===== config.mk =====
export PLATFORM = sky130hd
export DESIGN_NAME = sfa_ctrl
export DESIGN_NICKNAME = d
export VERILOG_FILES = /design/src/design/sfa_pkg.sv /design/src/design/sfa_ctrl.sv
export SDC_FILE = /design/constraint.sdc
export NUM_CORES = 1
export LEC_CHECK = 0
export ABC_AREA = 0
export ABC_CLOCK_PERIOD_IN_PS = 2840
export BUFFER_PORTS_ARGS = -buffer_cell sky130_fd_sc_hd__buf_2
export CORE_AREA = 10 10 47 49
export CTS_CLUSTER_DIAMETER = 30
export DETAILED_ROUTE_END_ITERATION = 8
export DIE_AREA = 0 0 57 59
export GPL_TIMING_DRIVEN = 0
export PLACE_DENSITY = 0.66
export SLEW_MARGIN = 15
export SYNTH_ARGS = -nofsm -noshare
export SYNTH_HDL_FRONTEND = slang
export SYNTH_SLANG_ARGS = --single-unit

===== constraint.sdc =====
create_clock -name clock -period 2.84 [get_ports clock]
set_input_delay 0.71 -clock clock [delete_from_list [all_inputs] [get_ports clock]]
set_output_delay 0.71 -clock clock [all_outputs]
set_load 0.01 [all_outputs]

===== src/design/sfa_pkg.sv =====
package sfa_pkg;

   localparam int ADDR_W         = 48;
   localparam int SIZE_W         = 19;
   localparam int GRANULE_LOG2   = 4;
   localparam int GRANULE_BYTES  = 1 << GRANULE_LOG2;
   localparam int SL_LOG2        = 2;
   localparam int MIN_CLASS_LOG2 = 4;
   localparam int CLASS_COUNT    = 64;
   localparam int CLASS_W        = 6;
   localparam int POOL_LOG2      = 18;
   localparam int IDX_W          = POOL_LOG2 - GRANULE_LOG2;
   localparam int HDR_DEPTH      = 1 << IDX_W;
   localparam int LINK_W         = IDX_W + 1;

   localparam logic [LINK_W-1:0] LINK_NULL = '1;
   localparam logic [SIZE_W-1:0] POOL_RESET = SIZE_W'(262144);

   typedef logic [1:0] status_type;
   localparam status_type ST_GRANTED   = 2'd0;
   localparam status_type ST_EXHAUSTED = 2'd1;
   localparam status_type ST_FREED     = 2'd2;
   localparam status_type ST_REJECTED  = 2'd3;

   localparam logic CSR_BASE = 1'b0;
   localparam logic CSR_POOL = 1'b1;

   typedef struct packed {
      logic       capture;
      logic       decode;
      logic       free_read;
      logic       push_free;
      logic       find;
      logic       pop;
      logic       repair;
      logic       unlink;
      logic       rem_read;
      logic       push_rem;
      logic       finish;
      status_type code;
   } cmd_type;

   typedef struct packed {
      logic is_free;
      logic reject;
      logic none;
      logic head_bad;
      logic split;
      logic rsp_busy;
   } stat_type;

   function automatic logic [4:0] top_bit(input logic [19:0] v);
      logic [4:0] n;
      n = '0;
      for (int i = 1; i < 20; i++) begin
         if (v[i]) n = 5'(i);
      end
      return n;
   endfunction

   function automatic logic [6:0] class_of(input logic [19:0] v);
      logic [4:0]  fl;
      logic [19:0] sh;
      logic [6:0]  cls;
      fl  = top_bit(v);
      sh  = v >> (fl - 5'(SL_LOG2));
      cls = '0;
      if (fl >= 5'(MIN_CLASS_LOG2)) begin
         cls = {2'b00, fl - 5'(MIN_CLASS_LOG2)} << SL_LOG2;
         cls = cls + 7'(sh[SL_LOG2-1:0]);
      end
      return cls;
   endfunction

   function automatic logic [CLASS_W-1:0] clamp_class(input logic [6:0] c);
      return (c >= 7'(CLASS_COUNT)) ? CLASS_W'(CLASS_COUNT - 1) : c[CLASS_W-1:0];
   endfunction

endpackage


===== src/design/sfa_ctrl.sv =====
module sfa_ctrl (
   input  logic              clock,
   input  logic              reset,
   input  logic              req_tvalid,
   output logic              req_tready,
   input  sfa_pkg::stat_type stat,
   output sfa_pkg::cmd_type  cmd
);

   localparam logic [3:0] S_IDLE = 4'd0;
   localparam logic [3:0] S_CALC = 4'd1;
   localparam logic [3:0] S_FRD  = 4'd2;
   localparam logic [3:0] S_FWR  = 4'd3;
   localparam logic [3:0] S_FIND = 4'd4;
   localparam logic [3:0] S_HEAD = 4'd5;
   localparam logic [3:0] S_LINK = 4'd6;
   localparam logic [3:0] S_RRD  = 4'd7;
   localparam logic [3:0] S_RWR  = 4'd8;
   localparam logic [3:0] S_DONE = 4'd9;

   logic [3:0]          state_ff, state_in;
   sfa_pkg::status_type code_ff, code_in;

   assign req_tready = (state_ff == S_IDLE);

   always_comb begin
      state_in = state_ff;
      code_in  = code_ff;
      cmd      = '0;
      cmd.code = code_ff;
      unique case (state_ff)
         S_IDLE: begin
            if (req_tvalid) begin
               cmd.capture = 1'b1;
               state_in    = S_CALC;
            end
         end
         S_CALC: begin
            cmd.decode = 1'b1;
            if (stat.is_free) begin
               if (stat.reject) begin
                  code_in  = sfa_pkg::ST_REJECTED;
                  state_in = S_DONE;
               end else begin
                  state_in = S_FRD;
               end
            end else begin
               state_in = S_FIND;
            end
         end
         S_FRD: begin
            cmd.free_read = 1'b1;
            state_in      = S_FWR;
         end
         S_FWR: begin
            cmd.push_free = 1'b1;
            code_in       = sfa_pkg::ST_FREED;
            state_in      = S_DONE;
         end
         S_FIND: begin
            cmd.find = 1'b1;
            state_in = S_HEAD;
         end
         S_HEAD: begin
            code_in  = sfa_pkg::ST_EXHAUSTED;
            state_in = S_DONE;
            if (!stat.none) begin
               if (stat.head_bad) begin
                  cmd.repair = 1'b1;
               end else begin
                  cmd.pop  = 1'b1;
                  state_in = S_LINK;
               end
            end
         end
         S_LINK: begin
            cmd.unlink = 1'b1;
            code_in    = sfa_pkg::ST_GRANTED;
            state_in   = stat.split ? S_RRD : S_DONE;
         end
         S_RRD: begin
            cmd.rem_read = 1'b1;
            state_in     = S_RWR;
         end
         S_RWR: begin
            cmd.push_rem = 1'b1;
            state_in     = S_DONE;
         end
         S_DONE: begin
            if (!stat.rsp_busy) begin
               cmd.finish = 1'b1;
               state_in   = S_IDLE;
            end
         end
         default: begin
            state_in = S_IDLE;
         end
      endcase
   end

   always_ff @(posedge clock) begin
      if (reset) begin
         state_ff <= S_IDLE;
         code_ff  <= sfa_pkg::ST_GRANTED;
      end else begin
         state_ff <= state_in;
         code_ff  <= code_in;
      end
   end

endmodule


==> summary.md <==
| Metric | Value |
|---|---|
| Die Width | `between 50 and 60 um` |
| Drt drc | `0` |
| First element of the critical path | `state_ff[1]$_SDFFE_PP0P_` |
| Reg2reg path depth | `4` |
| Worst endpoint required time | `~2.1 ns` |
| TritonCTS clock tree | `done` |
| Slew Limit Fails | `0` |
| Inst Count DP | `101` |
| GRT overflow | `0` |
| Post-synth EDFFs | `0` |
| CP max FO | `10` |
| Reg2reg start | `state_ff[0]$_SDFFE_PP0P_` |
| Synth Instances | `63` |
| Vias | `559` |
| Area used by multi-input combinational logic | `338 um2` |
| Largest net degree at the start of global routing | `11` |
| Layout Cells excl Fill | `approximately 100` |
| Compound-Gate Fraction of Synth Area | `between 20% and 30%` |
| Slew Limit Headroom | `78.5%` |
| Root buf cell | `clkbuf_4` |
| FF+latch area | `120 um2` |
| CTS Sinks | `6` |
| Chip height | `59 um` |
| Filler cells | `roughly 150` |
| Worst Max-Slew Pin Slew | `approximately 0.32 ns` |
| Pleak | `slightly above 0.3 nW` |
| Hold Crit Class | `reg -> reg` |
| Post-CTS Setup Repair Bufs | `0` |
| Post-CTS sizing | `0` |
| Post-Synthesis Mean Instance Area | `7.92 um2` |
| Crit share post-route | `78.0%` |
| Crit start category | `flip-flop` |
| CTS Hold Buffers Added | `0` |
| Setup TNS after final layout | `0 ns` |
| CTS clk-pin slew, worst paths | `about 0.04 ns` |
| Die area | `~3400 um2` |
| Synth warn | `0` |
| Layout Skew | `roughly 0.0016 ns` |
| Vias per std cell | `5.38` |
| Worst setup endpoint | `cmd[6]` |
| Synth cell types | `33` |
| Hold Path Stages | `1` |
| Post-route core utilization | `a little under half` |
| Initial antenna violation count | `0` |
| Largest family of logic cells by synthesized area | `simple AND/OR/NAND/NOR gates` |
| Synth Area in Simple Gates | `about two fifths` |
| Number of global-route vias before repair | `approximately 550` |
| Cts bufs inserted | `3` |
| CTS Buffer Depth | `2` |
| Cell Pwr Density | `~500 nW/um2` |
| Nets | `99` |
| Overall power | `roughly 0.32 mW` |
| CTS HTree Levels | `1` |
| I/O pin count | `23` |
| Post-Synth Adder-Cell Area | `0%` |
| Antenna viol nets, final | `0` |
| GRT Util Overall | `8.39%` |
| R2R setup slack | `around 1.5 ns` |
| FF+latch count, synth | `6` |
| Diodes inserted | `0` |
| Fin crit period | `about 2.2 ns` |
| Worst R2R End | `state_ff[0]$_SDFFE_PP0P_` |
| DR WL/cell | `13.7 um` |
| Critical path endpoint category | `output port` |
| Maximum VDD drop | `just under 300 uV` |
| I/O Buffers | `22` |
| Syn Std Cell Area | `between 400 and 500 um2` |
| Register area share after synthesis | `24.1%` |
| Mux cell area share after synthesis | `approximately 2.3%` |
| Final hold violations | `0` |
| XOR/XNOR Fraction of Synth Area | `under 10%` |
| Layout cells sized above 1 | `about 42%` |
| Status | `completed` |
| Cell row count | `14` |
| CORE AREA | `between 1000 and 1500 um2` |
| Setup violations, final | `0` |
| DP HPWL | `about 1100 um` |
| Skew-Pair Late Insertion Delay | `0.25 ns` |
| Post-synth top flop | `dfxtp_1` |
| Synth-to-layout area growth | `30.6%` |
| 1st-pass router iterations | `4` |
| DRT iter0 DRCs | `9` |
| Max_cap viols | `0` |
| Max Freq | `approximately 450 MHz` |
| Total wire length | `about 1400 um` |
| Post-Syn Nets | `between 70 and 80` |
| Global-route wire length before repair | `2250 um` |
| CP arrival | `about 1.5 ns` |
| GP Congestion | `approximately 0.8` |
| Setup CP Type | `reg -> out` |
| RSZ-0062 raised after global routing | `false` |
| Initial core utilization | `a little over a third` |
| Asr flop ratio synth | `0%` |
-- metal layers --
| layer | GRT usage [%] | up-vias | wire (um) |
|---|---|---|---|
| li1 | - | 292 | - |
| met1 | 8.22 | 249 | 608 |
| met2 | 13.8 | 14 | 707 |
| met3 | 2.58 | 4 | 74 |
| met4 | 8.05 | 0 | 34 |
| met5 | 0 | - | 0 |
-- through the flow --
| step | instance area, um2 | hold slack [ns] | worst slack, ns |
|---|---|---|---|
| after floorplan | 499 | 0.520 | 0.823 |
| after global placement | 629 | 0.466 | 0.795 |
| after detailed placement | 629 | 0.464 | 0.791 |
| after CTS | 652 | 0.474 | 0.612 |
| after global routing | 652 | 0.495 | 0.548 |
| final | 652 | 0.472 | 0.626 |
-- cell families (layout without fill, tap and decap cells) --
| group | count (synthesis) | after routing |
|---|---|---|
| DFF | 6 | 6 |
| and+or+nand+nor | 33 | 33 |
| AOI/OAI and AO/OA | 15 | 15 |
| buffers and inverters | 7 | 32 |
| muxes | 1 | 1 |
| xor gates and xnor gates | 1 | 1 |
-- Yosys cell counts, drive strengths merged, types with 3 or more instances --
cell type  instances  area [um2]
nor2               6        22.5
dfxtp              6         120
nor2b              3        18.8
nor3               6        30.0
buf                5        33.8
and4bb             3        37.5
a21oi              3        15.0
a31oi              3        18.8
nand2b             3        18.8
-- flip-flops by register name, summed over array words and instances, names as in the netlist --
signal	count
code_ff	2
state_ff	4
-- power by group --
group	switching, mW	total (mW)	internal [mW]
clock network	0.0306	0.0784	0.0478
logic	0.0759	0.140	0.0638
registers	0.00972	0.105	0.0950
-- placed cells by master (no fill, tap or decap), types with 2 or more instances in the layout --
cell	instances
a31oi_1	3
clkbuf_4	3
nand2_1	2
and4bb_2	3
buf_2	25
nor2b_1	3
nor3_1	6
nor2_1	6
nor3b_1	2
nand2b_1	3
a21oi_1	3
nor4_1	2
dfxtp_1	6
-- critical path, stage by stage (launching register included) --
cell and delay (ns):
dfxtp_1 0.36, buf_6 0.16, nand2b_1 0.16, or2_1 0.23, nor3b_1 0.18, buf_2 0.16
-- worst min-delay path by stage --
stage,startpoint,endpoint,slack (ns)
global route,code_ff[0]$_SDFFE_PP0P_,code_ff[0]$_SDFFE_PP0P_,0.49
detailed placement,code_ff[0]$_SDFFE_PP0P_,code_ff[0]$_SDFFE_PP0P_,0.46
floorplan,code_ff[0]$_SDFFE_PP0P_,code_ff[0]$_SDFFE_PP0P_,0.52
CTS,code_ff[0]$_SDFFE_PP0P_,code_ff[0]$_SDFFE_PP0P_,0.47
global placement,code_ff[0]$_SDFFE_PP0P_,code_ff[0]$_SDFFE_PP0P_,0.47
finish,code_ff[0]$_SDFFE_PP0P_,code_ff[0]$_SDFFE_PP0P_,0.47
-- area by class of cell --
type                       instances  area share (%)
sequential                         6            18.4
tap                               16            3.07
clock buffer                       3            3.45
timing repair buffer              22            16.9
multi-input combinational         50            51.8
inverter                           2            1.15
buffer                             5            5.18
(Power assumes the default switching activity.)
